===== config.mk =====
export PLATFORM = sky130hd
export DESIGN_NAME = bsf_lane
export DESIGN_NICKNAME = d
export VERILOG_FILES = /design/src/design/bsf_pkg.sv /design/src/design/bsf_lane.sv
export SDC_FILE = /design/constraint.sdc
export NUM_CORES = 1
export LEC_CHECK = 0
export ABC_AREA = 1
export ABC_CLOCK_PERIOD_IN_PS = 7200
export BUFFER_PORTS_ARGS = -buffer_cell sky130_fd_sc_hd__buf_4
export CORE_ASPECT_RATIO = 1.25
export CORE_MARGIN = 2
export CORE_UTILIZATION = 60
export CTS_BUF_LIST = sky130_fd_sc_hd__clkbuf_8 sky130_fd_sc_hd__clkbuf_16
export CTS_CLUSTER_SIZE = 25
export DETAILED_ROUTE_END_ITERATION = 8
export PLACE_DENSITY_LB_ADDON = 0.12
export SYNTH_ARGS = -nofsm -noshare
export SYNTH_HDL_FRONTEND = slang
export SYNTH_SLANG_ARGS = --single-unit

===== constraint.sdc =====
create_clock -name aclk -period 7.2 [get_ports aclk]
set_input_delay 1.44 -clock aclk [delete_from_list [all_inputs] [get_ports aclk]]
set_output_delay 1.44 -clock aclk [all_outputs]
set_load 0.005 [all_outputs]

===== src/design/bsf_pkg.sv =====
// Shared types, constants and helpers of the 3x3 binomial smoothing filter.
package bsf_pkg;

    localparam int MAX_WIDTH    = 2048;
    localparam int HEIGHT_LIMIT = 4096;
    localparam int COL_W        = $clog2(MAX_WIDTH);
    localparam int WIDTH_W      = 12;
    localparam int HEIGHT_W     = 13;
    localparam int ROW_W        = HEIGHT_W;
    localparam int CH_W         = 8;
    localparam int NUM_LANES    = 4;
    localparam int PIX_W        = CH_W * NUM_LANES;
    localparam int WIN_SIZE     = 9;
    localparam int CFG_IDX_W    = 2;
    localparam int CFG_DATA_W   = 13;
    localparam int DIV_W        = 3;

    localparam logic [WIDTH_W-1:0]  RESET_WIDTH  = WIDTH_W'(640);
    localparam logic [HEIGHT_W-1:0] RESET_HEIGHT = HEIGHT_W'(480);

    localparam logic [CFG_IDX_W-1:0] REG_IMAGE_WIDTH  = CFG_IDX_W'(0);
    localparam logic [CFG_IDX_W-1:0] REG_IMAGE_HEIGHT = CFG_IDX_W'(1);

    localparam logic OP_PIXEL = 1'b0;
    localparam logic OP_FLUSH = 1'b1;

    // divisor codes: sum of the kernel weights left inside the image
    localparam logic [DIV_W-1:0] DIV16 = DIV_W'(0);
    localparam logic [DIV_W-1:0] DIV12 = DIV_W'(1);
    localparam logic [DIV_W-1:0] DIV9  = DIV_W'(2);
    localparam logic [DIV_W-1:0] DIV8  = DIV_W'(3);
    localparam logic [DIV_W-1:0] DIV6  = DIV_W'(4);
    localparam logic [DIV_W-1:0] DIV4  = DIV_W'(5);

    typedef struct packed {
        logic left_ok;
        logic right_ok;
        logic top_ok;
        logic bot_ok;
    } bsf_edge_t;

    typedef struct packed {
        logic [COL_W-1:0] col;
        logic [PIX_W-1:0] pix;
        logic             clr;
        logic             emit;
        logic             last;
        bsf_edge_t        edges;
    } bsf_item_t;

    // kernel is separable: weight sum = (1+2+1 masked) * (1+2+1 masked)
    function automatic logic [DIV_W-1:0] div_code(input bsf_edge_t e);
        logic [1:0] nc;
        logic [1:0] nr;
        logic [DIV_W-1:0] code;
        nc = 2'(e.left_ok) + 2'(e.right_ok);
        nr = 2'(e.top_ok) + 2'(e.bot_ok);
        case ({nc, nr})
            4'b10_10:          code = DIV16;
            4'b01_10, 4'b10_01: code = DIV12;
            4'b01_01:          code = DIV9;
            4'b00_10, 4'b10_00: code = DIV8;
            4'b00_01, 4'b01_00: code = DIV6;
            default:           code = DIV4;
        endcase
        return code;
    endfunction

endpackage


===== src/design/bsf_lane.sv =====
// One colour channel: masked 3x3 weighted sum, then division by the weight sum.
module bsf_lane (
    input  logic                                          aclk,
    input  logic                                          en,
    input  logic [bsf_pkg::WIN_SIZE-1:0][bsf_pkg::CH_W-1:0] win,
    input  bsf_pkg::bsf_edge_t                            edges,
    input  logic [bsf_pkg::DIV_W-1:0]                     code,
    output logic [bsf_pkg::CH_W-1:0]                      quot
);
    import bsf_pkg::*;

    localparam int V_W      = CH_W + 2;
    localparam int S_W      = CH_W + 4;
    localparam int P_W      = 2 * S_W;
    localparam int DIV3_MUL = 2731;
    localparam int DIV3_SH  = 13;
    localparam int DIV9_MUL = 1821;
    localparam int DIV9_SH  = 14;

    logic [2:0][V_W-1:0] vsum;
    logic [S_W-1:0]      hsum;
    logic [S_W-1:0]      sum_reg;
    logic [P_W-1:0]      prod3_12;
    logic [P_W-1:0]      prod3_6;
    logic [P_W-1:0]      prod9;
    logic [S_W-1:0]      q;

    // vertical 1-2-1 per column slot, then horizontal 1-2-1
    always_comb begin
        for (int cs = 0; cs < 3; cs++) begin
            vsum[cs] = (edges.top_ok ? V_W'(win[cs*3]) : '0)
                     + {1'b0, win[cs*3+1], 1'b0}
                     + (edges.bot_ok ? V_W'(win[cs*3+2]) : '0);
        end
        hsum = (edges.left_ok ? S_W'(vsum[0]) : '0)
             + {1'b0, vsum[1], 1'b0}
             + (edges.right_ok ? S_W'(vsum[2]) : '0);
    end

    always_ff @(posedge aclk) begin
        if (en) begin
            sum_reg <= hsum;
        end
    end

    // divide by 3 and 9 via reciprocal multiply, exact over the sum's range
    assign prod3_12 = P_W'(sum_reg >> 2) * P_W'(DIV3_MUL);
    assign prod3_6  = P_W'(sum_reg >> 1) * P_W'(DIV3_MUL);
    assign prod9    = P_W'(sum_reg) * P_W'(DIV9_MUL);

    always_comb begin
        case (code)
            DIV16:   q = sum_reg >> 4;
            DIV12:   q = S_W'(prod3_12 >> DIV3_SH);
            DIV9:    q = S_W'(prod9 >> DIV9_SH);
            DIV8:    q = sum_reg >> 3;
            DIV6:    q = S_W'(prod3_6 >> DIV3_SH);
            DIV4:    q = sum_reg >> 2;
            default: q = sum_reg >> 2;
        endcase
    end

    assign quot = q[CH_W-1:0];

endmodule


==> flow_metrics.tcl <==
set metrics [dict create \
    outcome "finished, final reports clean" \
    finalCriticalPeriod_ns 6.753 \
    ys_seq_elements 12 \
    mostFrequentLayoutCells "275 x inv_1, 258 x nand2_1, 185 x ha_1" \
    syn_area_um2 8812 \
    gr-total-overflow 0 \
    critical_path_class "flop to primary output" \
    clk_pin_slew_worst_paths_ns 0.04 \
    routabilityCongestion 0.9684 \
    slowest_stage "edfxtp_1" \
    dieArea_um2 15680 \
    grt_pass1_wl_um 38980 \
    wirelength_um 22910 \
    critPathRequiredTime_ns 5.76 \
    avgSynthCellArea_um2 7.307 \
    tritoncts "yes" \
    die_w_um 112.4 \
    synthToLayoutAreaGrowth_pct 10.79 \
    fmax_ghz 0.1481 \
    drt_iter0_drc 326 \
    endpoint_kind "primary output" \
    synth_top_area_share_pct 26.27 \
    drv_slew 0 \
    cts_hold_buf 0 \
    ys_types 39 \
    yosysWarnings 0 \
    io_pins 89 \
    critical_path_buf_inv_count 5 \
    post-route-period-util_pct 93.79 \
    synth_fp_nets 1580 \
    antenna_found_initial 0 \
    yosys-top-cells-area "ha_1 26%, fa_1 25%, inv_1 12%" \
    drc 0 \
    synth.largest_area_cell "ha_1" \
    crit_family "adder cells" \
    ctsResizeCount 0 \
    cts-root-buf "clkbuf_16" \
    ant_nets 0 \
    crit_path_max_fanout 9 \
    fillers 1335 \
    post-cts-setup-buffer-count 0 \
    synth-main-ff-cell "edfxtp_1" \
    hold_viol 0 \
    ys_async_sr_fraction_pct 0 \
    max_cap_viol_count 0 \
    rows 49 \
    largest_reg_flops 12 \
    drt_first_pass_iters 6 \
    setup_viol_count_final 0 \
    setup_tns_ns 0 \
    hp-start "en" \
    insertedDiodeCount 0 \
    core_area_um2 14350 \
    wl_per_cell_um 15.57 \
    grt_max_degree 25 \
    clock-sinks 12 \
    arrival_ns 5.31 \
    vias 7926 \
    layout.cells.most_common "inv_1" \
    track_usage_pct 30.67 \
    tightest_slew_ns 0.5996 \
    vias_per_cell 5.385 \
    cts_htree_levels 1 \
    start_util_pct 61.43 \
    layout.nets 1670 \
    slew_headroom_pct 59.60 \
    hp-class "input pin to flop" \
    syn_inst 1206 \
    crit_chain "ha_1, fa_1, inv_1, fa_1, inv_1, fa_1, inv_1, fa_1, inv_1, ha_1, a21oi_1, o21ai_0, a21oi_1, nand2_1, nand2_1, nand3_1, o21ai_0, nor2_1, nand3_1, buf_4" \
    hpwlAfterDp_um 20970 \
    synth_edf_count 12 \
    rsz0062_at_grt "false" \
    seq_area_frac_synth_pct 4.089 \
    grt_pass1_vias 8468 \
    min_path_cells 1 \
    cpPeakStageDelay_ns 0.58 \
    cts-buffers-inserted 3 \
    start_kind "flop" \
    die_h_um 139.5 \
    holdPathEnd "sum_reg[5]$_DFFE_PP_" \
    post_route_cells_drive_above_1_share_pct 8.423 \
    clk_path_buf_depth 2 \
    io_buffers 88 \
]
[cell type report]
class,count,area (µm²),area share [%]
Clock buffer,3,75.07,0.7689
Inverter,277,1041,10.66
Multi-Input combinational cell,909,7366,75.45
Sequential cell,12,360.3,3.691
Tap cell,178,222.7,2.281
Timing Repair Buffer,93,698.2,7.151
[cells in the mapped netlist, types with 3 or more instances]
cell type and instances:
a21boi_0 4, a21o_1 4, a21oi_1 62, a31oi_1 4, clkbuf_1 6, edfxtp_1 12, fa_1 108, ha_1 185
inv_1 275, nand2_1 258, nand2_2 3, nand3_1 79, nand3b_1 11, nand4_1 9, nor2_1 80, nor3_1 9
o21ai_0 31, o21ai_1 7, o21bai_1 10, o22ai_1 3, or2_2 4, xnor2_1 11, xor2_1 8
[layer usage]
layer  track usage (%)  share of wire, %  vias to the layer above
li1                  -                 -                     4002
met1             35.31                40                     3728
met2             59.83                54                      148
met3             1.873               2.8                       48
met4             9.628               3.8                        0
met5                 0                 0                        -
[through the flow]
stage	area, µm²	cells	setup slack [ns]	utilization (%)	hold slack [ns]
2_1_floorplan	8812	1206	1.278	-	1.553
3_3_place_gp	9688	1469	0.7756	67.53	1.788
3_5_place_dp	9688	1469	0.7164	67.53	1.793
4_1_cts	9763	1472	0.4656	68.05	1.547
5_1_grt	9763	1472	0.1167	68.05	1.566
6_report	9763	1472	0.4474	68.05	1.561
[cell families (layout without fill, tap and decap cells)]
kind of cell    after synthesis  count (layout)  share of synthesized area (%)
buf+inv                     285             373                          12.32
fa+ha+maj                   293             293                          50.80
compound gates              134             134                          8.519
xor+xnor                     19              19                          1.888
simple gates                463             463                          22.38
flops                        12              12                          4.089
[how the worst max path moves through the flow]
stage                          startpoint  endpoint  depth (start not counted)
global placement     sum_reg[9]$_DFFE_PP_   quot[3]                         23
finish               sum_reg[9]$_DFFE_PP_   quot[3]                         20
floorplan            sum_reg[7]$_DFFE_PP_   quot[4]                         22
global route         sum_reg[9]$_DFFE_PP_   quot[3]                         23
detailed placement  sum_reg[10]$_DFFE_PP_   quot[6]                         23
CTS                 sum_reg[10]$_DFFE_PP_   quot[6]                         23
Power is left out: the tool's default activity adds up to more than one toggle a clock period on the data nets, which glitch-free logic cannot reach.
