[src/design/bsf_pkg.sv]
// Shared types, constants and helpers of the 3x3 binomial smoothing filter.
package bsf_pkg;

    localparam int MAX_WIDTH    = 2048;
    localparam int HEIGHT_LIMIT = 4096;
    localparam int COL_W        = $clog2(MAX_WIDTH);
    localparam int WIDTH_W      = 12;
    localparam int HEIGHT_W     = 13;
    localparam int ROW_W        = HEIGHT_W;
    localparam int CH_W         = 8;
    localparam int NUM_LANES    = 4;
    localparam int PIX_W        = CH_W * NUM_LANES;
    localparam int WIN_SIZE     = 9;
    localparam int CFG_IDX_W    = 2;
    localparam int CFG_DATA_W   = 13;
    localparam int DIV_W        = 3;

    localparam logic [WIDTH_W-1:0]  RESET_WIDTH  = WIDTH_W'(640);
    localparam logic [HEIGHT_W-1:0] RESET_HEIGHT = HEIGHT_W'(480);

    localparam logic [CFG_IDX_W-1:0] REG_IMAGE_WIDTH  = CFG_IDX_W'(0);
    localparam logic [CFG_IDX_W-1:0] REG_IMAGE_HEIGHT = CFG_IDX_W'(1);

    localparam logic OP_PIXEL = 1'b0;
    localparam logic OP_FLUSH = 1'b1;

    // divisor codes: sum of the kernel weights left inside the image
    localparam logic [DIV_W-1:0] DIV16 = DIV_W'(0);
    localparam logic [DIV_W-1:0] DIV12 = DIV_W'(1);
    localparam logic [DIV_W-1:0] DIV9  = DIV_W'(2);
    localparam logic [DIV_W-1:0] DIV8  = DIV_W'(3);
    localparam logic [DIV_W-1:0] DIV6  = DIV_W'(4);
    localparam logic [DIV_W-1:0] DIV4  = DIV_W'(5);

    typedef struct packed {
        logic left_ok;
        logic right_ok;
        logic top_ok;
        logic bot_ok;
    } bsf_edge_t;

    typedef struct packed {
        logic [COL_W-1:0] col;
        logic [PIX_W-1:0] pix;
        logic             clr;
        logic             emit;
        logic             last;
        bsf_edge_t        edges;
    } bsf_item_t;

    // kernel is separable: weight sum = (1+2+1 masked) * (1+2+1 masked)
    function automatic logic [DIV_W-1:0] div_code(input bsf_edge_t e);
        logic [1:0] nc;
        logic [1:0] nr;
        logic [DIV_W-1:0] code;
        nc = 2'(e.left_ok) + 2'(e.right_ok);
        nr = 2'(e.top_ok) + 2'(e.bot_ok);
        case ({nc, nr})
            4'b10_10:          code = DIV16;
            4'b01_10, 4'b10_01: code = DIV12;
            4'b01_01:          code = DIV9;
            4'b00_10, 4'b10_00: code = DIV8;
            4'b00_01, 4'b01_00: code = DIV6;
            default:           code = DIV4;
        endcase
        return code;
    endfunction

endpackage

[src/design/bsf_ctrl.sv]
// Raster position counters, configuration registers and per-transfer decisions.
module bsf_ctrl (
    input  logic                           aclk,
    input  logic                           aresetn,
    input  logic                           cfg_wr_en,
    input  logic [bsf_pkg::CFG_IDX_W-1:0]  cfg_index,
    input  logic [bsf_pkg::CFG_DATA_W-1:0] cfg_wdata,
    input  logic                           in_xfer,
    input  logic                           opcode,
    input  logic [bsf_pkg::PIX_W-1:0]      pix,
    output logic                           take,
    output bsf_pkg::bsf_item_t             item
);
    import bsf_pkg::*;

    logic [WIDTH_W-1:0]  width_reg;
    logic [HEIGHT_W-1:0] height_reg;
    logic [COL_W-1:0]    in_col_reg;
    logic [ROW_W-1:0]    in_row_reg;
    logic [COL_W-1:0]    out_col_reg;
    logic [ROW_W-1:0]    out_row_reg;
    logic                frame_done_reg;
    logic                clr_pend_reg;

    logic [WIDTH_W-1:0]  w_eff;
    logic [HEIGHT_W-1:0] h_eff;
    logic                restart;
    logic                drop;
    logic [COL_W-1:0]    ic;
    logic [ROW_W-1:0]    ir;
    logic [COL_W-1:0]    oc;
    logic [ROW_W-1:0]    orow;
    logic [WIDTH_W-1:0]  ic_inc;
    logic [WIDTH_W-1:0]  oc_inc;
    logic [ROW_W:0]      orow_inc;
    logic                in_wrap;
    logic                out_wrap;
    logic                bot_ok;
    logic                emit;

    always_comb begin
        w_eff = width_reg;
        if (width_reg == '0) begin
            w_eff = WIDTH_W'(1);
        end else if (width_reg > WIDTH_W'(MAX_WIDTH)) begin
            w_eff = WIDTH_W'(MAX_WIDTH);
        end
        h_eff = height_reg;
        if (height_reg == '0) begin
            h_eff = HEIGHT_W'(1);
        end else if (height_reg > HEIGHT_W'(HEIGHT_LIMIT)) begin
            h_eff = HEIGHT_W'(HEIGHT_LIMIT);
        end
    end

    // a pixel after the last result opens the next image
    assign restart = frame_done_reg && (opcode == OP_PIXEL);
    assign drop    = frame_done_reg ? (opcode == OP_FLUSH)
                                    : ((in_row_reg < h_eff) && (opcode == OP_FLUSH));

    assign ic   = restart ? '0 : in_col_reg;
    assign ir   = restart ? '0 : in_row_reg;
    assign oc   = restart ? '0 : out_col_reg;
    assign orow = restart ? '0 : out_row_reg;

    assign ic_inc   = WIDTH_W'(ic) + WIDTH_W'(1);
    assign oc_inc   = WIDTH_W'(oc) + WIDTH_W'(1);
    assign orow_inc = {1'b0, orow} + (ROW_W+1)'(1);
    assign in_wrap  = ic_inc >= w_eff;
    assign out_wrap = oc_inc >= w_eff;
    assign bot_ok   = orow_inc < {1'b0, h_eff};
    assign emit     = (ir > ROW_W'(1)) || ((ir == ROW_W'(1)) && (ic != '0));

    assign take = in_xfer && !drop;

    always_comb begin
        item.col            = ic;
        item.pix            = (ir >= h_eff) ? '0 : pix;
        item.clr            = restart || clr_pend_reg;
        item.emit           = emit;
        item.last           = emit && out_wrap && !bot_ok;
        item.edges.left_ok  = oc != '0;
        item.edges.right_ok = !out_wrap;
        item.edges.top_ok   = orow != '0;
        item.edges.bot_ok   = bot_ok;
    end

    always_ff @(posedge aclk) begin
        if (!aresetn) begin
            width_reg      <= RESET_WIDTH;
            height_reg     <= RESET_HEIGHT;
            in_col_reg     <= '0;
            in_row_reg     <= '0;
            out_col_reg    <= '0;
            out_row_reg    <= '0;
            frame_done_reg <= 1'b0;
            clr_pend_reg   <= 1'b1;
        end else if (cfg_wr_en && ((cfg_index == REG_IMAGE_WIDTH) ||
                                   (cfg_index == REG_IMAGE_HEIGHT))) begin
            if (cfg_index == REG_IMAGE_WIDTH) begin
                width_reg <= cfg_wdata[WIDTH_W-1:0];
            end else begin
                height_reg <= cfg_wdata[HEIGHT_W-1:0];
            end
            in_col_reg     <= '0;
            in_row_reg     <= '0;
            out_col_reg    <= '0;
            out_row_reg    <= '0;
            frame_done_reg <= 1'b0;
            clr_pend_reg   <= 1'b1;
        end else if (take) begin
            in_col_reg   <= in_wrap ? '0 : ic_inc[COL_W-1:0];
            in_row_reg   <= ir + ROW_W'(in_wrap);
            clr_pend_reg <= 1'b0;
            if (emit) begin
                out_col_reg <= out_wrap ? '0 : oc_inc[COL_W-1:0];
                out_row_reg <= out_wrap ? orow_inc[ROW_W-1:0] : orow;
            end else begin
                out_col_reg <= oc;
                out_row_reg <= orow;
            end
            frame_done_reg <= item.last;
        end
    end

endmodule

[config.mk]
export PLATFORM = sky130hd
export DESIGN_NAME = bsf_ctrl
export DESIGN_NICKNAME = d
export VERILOG_FILES = /design/src/design/bsf_pkg.sv /design/src/design/bsf_ctrl.sv
export SDC_FILE = /design/constraint.sdc
export NUM_CORES = 1
export LEC_CHECK = 0
export ABC_AREA = 1
export BUFFER_PORTS_ARGS = -buffer_cell sky130_fd_sc_hd__buf_2
export CORE_MARGIN = 8
export CORE_UTILIZATION = 40
export DETAILED_ROUTE_END_ITERATION = 16
export SYNTH_ARGS = -nofsm -noshare
export SYNTH_HDL_FRONTEND = slang
export SYNTH_SLANG_ARGS = --single-unit
[constraint.sdc]
create_clock -name aclk -period 19 [get_ports aclk]
set_clock_uncertainty 0.2 [all_clocks]
set_input_delay 5.7 -clock aclk [delete_from_list [all_inputs] [get_ports aclk]]
set_output_delay 5.7 -clock aclk [all_outputs]
set_load 0.05 [all_outputs]
==> flow_results.org <==
** Min path
- Type of the worst min-delay path :: register to register

** Die
- Die Y :: roughly 140 um
- I/O Pins :: ~100
- Starting density of the core :: between 40% and 50%
- Measured along the x axis, the die boundary spans 143 um.
- The floorplan has 46 rows.
- The die covers 20,500 um^2.
- The region available for standard cell placement spans between 15,000 and 20,000 um^2.

** Drt
- Via count normalized by instance count :: 4.78
- In the routed design, unresolved DRC markers number 0.
- Remaining antenna violation count :: 0
- Average wire length per cell after detail routing :: around 14 um
- After the first detailed-routing iteration, the DRC count stood at a little over 500.
- Wires add up to 18,800 um.
- Before antenna repair, the detailed router went through 5 iterations.
- Total via count after detailed routing :: between 6,000 and 7,000

** Yosys
- Counting flops with an async set or reset pin after synthesis yields a share of 0%.
- In this run, synthesis inferred 0 flip-flops with an integrated enable.
- Summing the areas of all fa, ha and maj instances in the mapped netlist gives 13.0% of the synthesized area.
- Multiplexer area fraction after synthesis :: 0%
- Avg Inst Size Synth :: about 6.3 um^2
- The synthesized netlist devotes between 10% and 20% of its cell area to compound gates.
- Yosys mapped the design onto 42 distinct sky130hd cell types.
- Post-synthesis register bit count :: between 70 and 80
- Total number of yosys warnings :: 0
- Among all cell types in the netlist, the one instantiated most often is sky130_fd_sc_hd__nand2_1.
- Sequential element share of the synthesized area :: 23.2%
- Biggest area contributors in the synthesized netlist :: sky130_fd_sc_hd__dfxtp_1 23%, sky130_fd_sc_hd__ha_1 13%, sky130_fd_sc_hd__nand2_1 13%
- After synthesis, the largest area contributor takes up a little under a quarter of total cell area.
- The cell count after synthesis came out at a little over 1,000.
- Area share of and/or/nand/nor cells after synthesis :: a little over a third
- By area, the combinational part of the netlist is dominated by simple AND/OR/NAND/NOR gates.
- Among all flip-flop cells after synthesis, the most frequent one is sky130_fd_sc_hd__dfxtp_1.
- After synthesis, the most frequently instantiated cells are 218 x sky130_fd_sc_hd__nand2_1, 171 x sky130_fd_sc_hd__inv_1, 159 x sky130_fd_sc_hd__nor2_1, 75 x sky130_fd_sc_hd__dfxtp_1, 67 x sky130_fd_sc_hd__ha_1.
- Cell type with the highest aggregate area in the netlist :: sky130_fd_sc_hd__dfxtp_1
- The cell area that synthesis handed to floorplanning was between 6000 and 7000 um^2.
- The synthesized netlist devotes under 10% of its cell area to XOR and XNOR gates.
- Post-Synthesis Net Count :: between 1,000 and 1,500

** STA
- Shortest period the worst path allows :: between 10 and 15 ns
- Setup TNS :: 0 ns
- Setup repair after global routing left no endpoint under its margin.
- Period Utilization, post-route :: approximately 80%
- For this run, the top clock speed supported by timing is 0.0673 GHz.
- For the pin with the worst max-slew slack, the measured transition is around 0.88 ns.
- The final number of hold-violating endpoints is 0.
- Setup violations remaining at the end of the flow were counted as 0.
- Fin. max-slew vios :: 0
- Measured against its own limit, the worst slew margin works out to roughly two fifths.

** GRT
- Number of antenna violations at the first check in global routing :: 0
- For this run the aggregate overflow at the end of global routing stands at 0.
- Entering global routing, the biggest net connects 53 pins.
- Global routing used 18.7% of the available tracks across all layers.
- Number of global-route vias before repair :: between 5,000 and 6,000
- Global-route wire length before repair :: ~30,000 um

** CTS
- In this run the deepest clock path goes through 2 buffers.
- # H-tree levels :: 3
- In this run the clock root is driven by a sky130_fd_sc_hd__clkbuf_16.
- Clock-pin slew was measured on the worst setup and hold paths at about 0.060 ns.
- At the later pin of the worst-skew pair, clock insertion delay measures approximately 0.35 ns.
- Post-CTS sizing :: 0
- The number of clock buffers added by TritonCTS is 9.
- The clock net in this run drives a total of 75 sinks.
- Setup fix buffers added after clock tree synthesis :: 0
- CTS tree :: yes
- Number of buffers added to fix hold violations after cts :: 0

** Cells and area
- Fraction of layout instances using a drive strength above 1 :: around 15%
- Antenna fix cells :: 0
- In the final layout, the multi-input gates occupy about 4100 um^2.
- After routing the design area is 7360 um^2.
- Registers take 1500 um^2.
- The layout has 1,719 filler cells.
- Relative area change from synthesis to final layout :: 13.8%
- For this run, the share of the core covered by cells in the final layout is a little under half.
- Net count of the finished layout :: 1,231

** Power and ir drop
- Power spread over the standard cell area amounts to 82.5 nW/um^2.
- Worst ir drop on vdd :: roughly 0.000047 V
- Post-layout power :: ~0.61 mW
- Summed over all cells, the static leakage comes to roughly 3.9 nW.

** Placed design
- During placement, the flow inserted port buffers numbering 102.
- In this run the cell area measured after placement is approximately 7100 um^2.
- Routability-driven placement congestion ratio :: 0.874
- HPWL Detailed :: between 10,000 and 15,000 um

** Critical path
- Of all nets on the critical path, the largest fanout is 21.
- For this design, the slowest cell found on the critical path is sky130_fd_sc_hd__nand2_2.
- Together, buffers and inverters on the worst path number 7.
- The worst setup path is captured at an output pin.
- Setup crit start kind :: primary input
- Data on the critical path is required at its endpoint by around 13 ns.
- The largest single stage delay on the critical path is approximately 0.45 ns.
- Among cell families on the critical path, the largest total delay comes from simple AND/OR/NAND/NOR gates.
- Critical Setup Path Class :: primary input to output pin
- Data arrival time of the critical path :: ~9.0 ns
- Ordered list of cells on the worst path :: buf_2 -> inv_1 -> nand2_2 -> nand2_1 -> inv_1 -> ha_1 -> nand2_1 -> nor2_1 -> nand4_2 -> nor3_1 -> xor2_1 -> inv_1 -> ha_1 -> nand2_1 -> inv_1 -> nand3_1 -> nor3_1 -> nand2_1 -> nand2_1 -> nand3_1 -> inv_1 -> buf_2

** Run
- Max-cap violations in this run came to 0.

** Outcome
- Run status :: complete, no violations
## power breakdown
part | internal [mW] | switching, mW | total [mW]
clock | 0.104 | 0.0799 | 0.184
sequential | 0.169 | 0.00929 | 0.178
combinational | 0.0679 | 0.177 | 0.245
total | 0.341 | 0.266 | 0.607
## kinds of logic (layout without fill, tap and decap cells)
logic type	count (synthesis)	count (layout)
AO/OA/AOI/OAI	140	140
AND/OR/NAND/NOR	506	506
adder cells (fa/ha/maj)	67	67
XOR/XNOR	27	27
flip-flops	75	75
buffers and inverters	216	302
## layout by cell type (no fill, tap or decap), types with 9 or more instances in the layout
| cell type | n |
|---|---|
| sky130_fd_sc_hd__ha_1 | 67 |
| sky130_fd_sc_hd__a21oi_1 | 61 |
| sky130_fd_sc_hd__inv_1 | 171 |
| sky130_fd_sc_hd__nor2_1 | 159 |
| sky130_fd_sc_hd__buf_2 | 102 |
| sky130_fd_sc_hd__nand4_1 | 12 |
| sky130_fd_sc_hd__dfxtp_1 | 75 |
| sky130_fd_sc_hd__clkbuf_16 | 9 |
| sky130_fd_sc_hd__nand3_1 | 59 |
| sky130_fd_sc_hd__nor3_1 | 10 |
| sky130_fd_sc_hd__nor2_2 | 9 |
| sky130_fd_sc_hd__nand2_1 | 218 |
| sky130_fd_sc_hd__xor2_1 | 22 |
| sky130_fd_sc_hd__o21ai_0 | 57 |
## per-layer routing
metal	vias up	part of all wire [%]	global-route usage, %	wire (um)
met5	-	0	0	0
met4	0	1.2	5.03	225
met3	12	4.7	3.01	875
met2	149	47	31.8	8840
met1	2808	47	24.0	8870
li1	3409	-	-	-
## per-stage QoR
stage / std cells / setup WS, ns / hold slack (ns)
floorplan: 1031 / 4.72 / 0.244
global placement: 1317 / 4.22 / 0.261
detailed placement: 1317 / 4.18 / 0.267
CTS: 1333 / 4.16 / 0.279
global route: 1333 / 3.80 / 0.298
finish: 1333 / 4.14 / 0.276
## cell type report
cell class	count	area share, %
sequential	75	20.4
multi-input combinational	740	55.1
clock buffer	9	3.06
timing repair buffer	108	7.55
clock inverter	7	1.12
inverter	178	9.08
tap	216	3.67
## path summary, 6_finish.rpt
path	startpoint	end	slack, ns	cells after the start
min reg2reg	height_reg[10]$_SDFFE_PN0P_	height_reg[10]$_SDFFE_PN0P_	0.28	2
max	opcode	item[4]	4.14	22
min	height_reg[10]$_SDFFE_PN0P_	height_reg[10]$_SDFFE_PN0P_	0.28	2
max reg2reg	frame_done_reg$_SDFFE_PP0P_	in_row_reg[12]$_SDFFE_PP0P_	13.94	25
## tightest hold or removal path: stages (launching register included)
cell and delay, ns:
sky130_fd_sc_hd__dfxtp_1 0.31, sky130_fd_sc_hd__inv_1 0.06, sky130_fd_sc_hd__a21oi_1 0.05
Power figures use the tool's default switching activity.
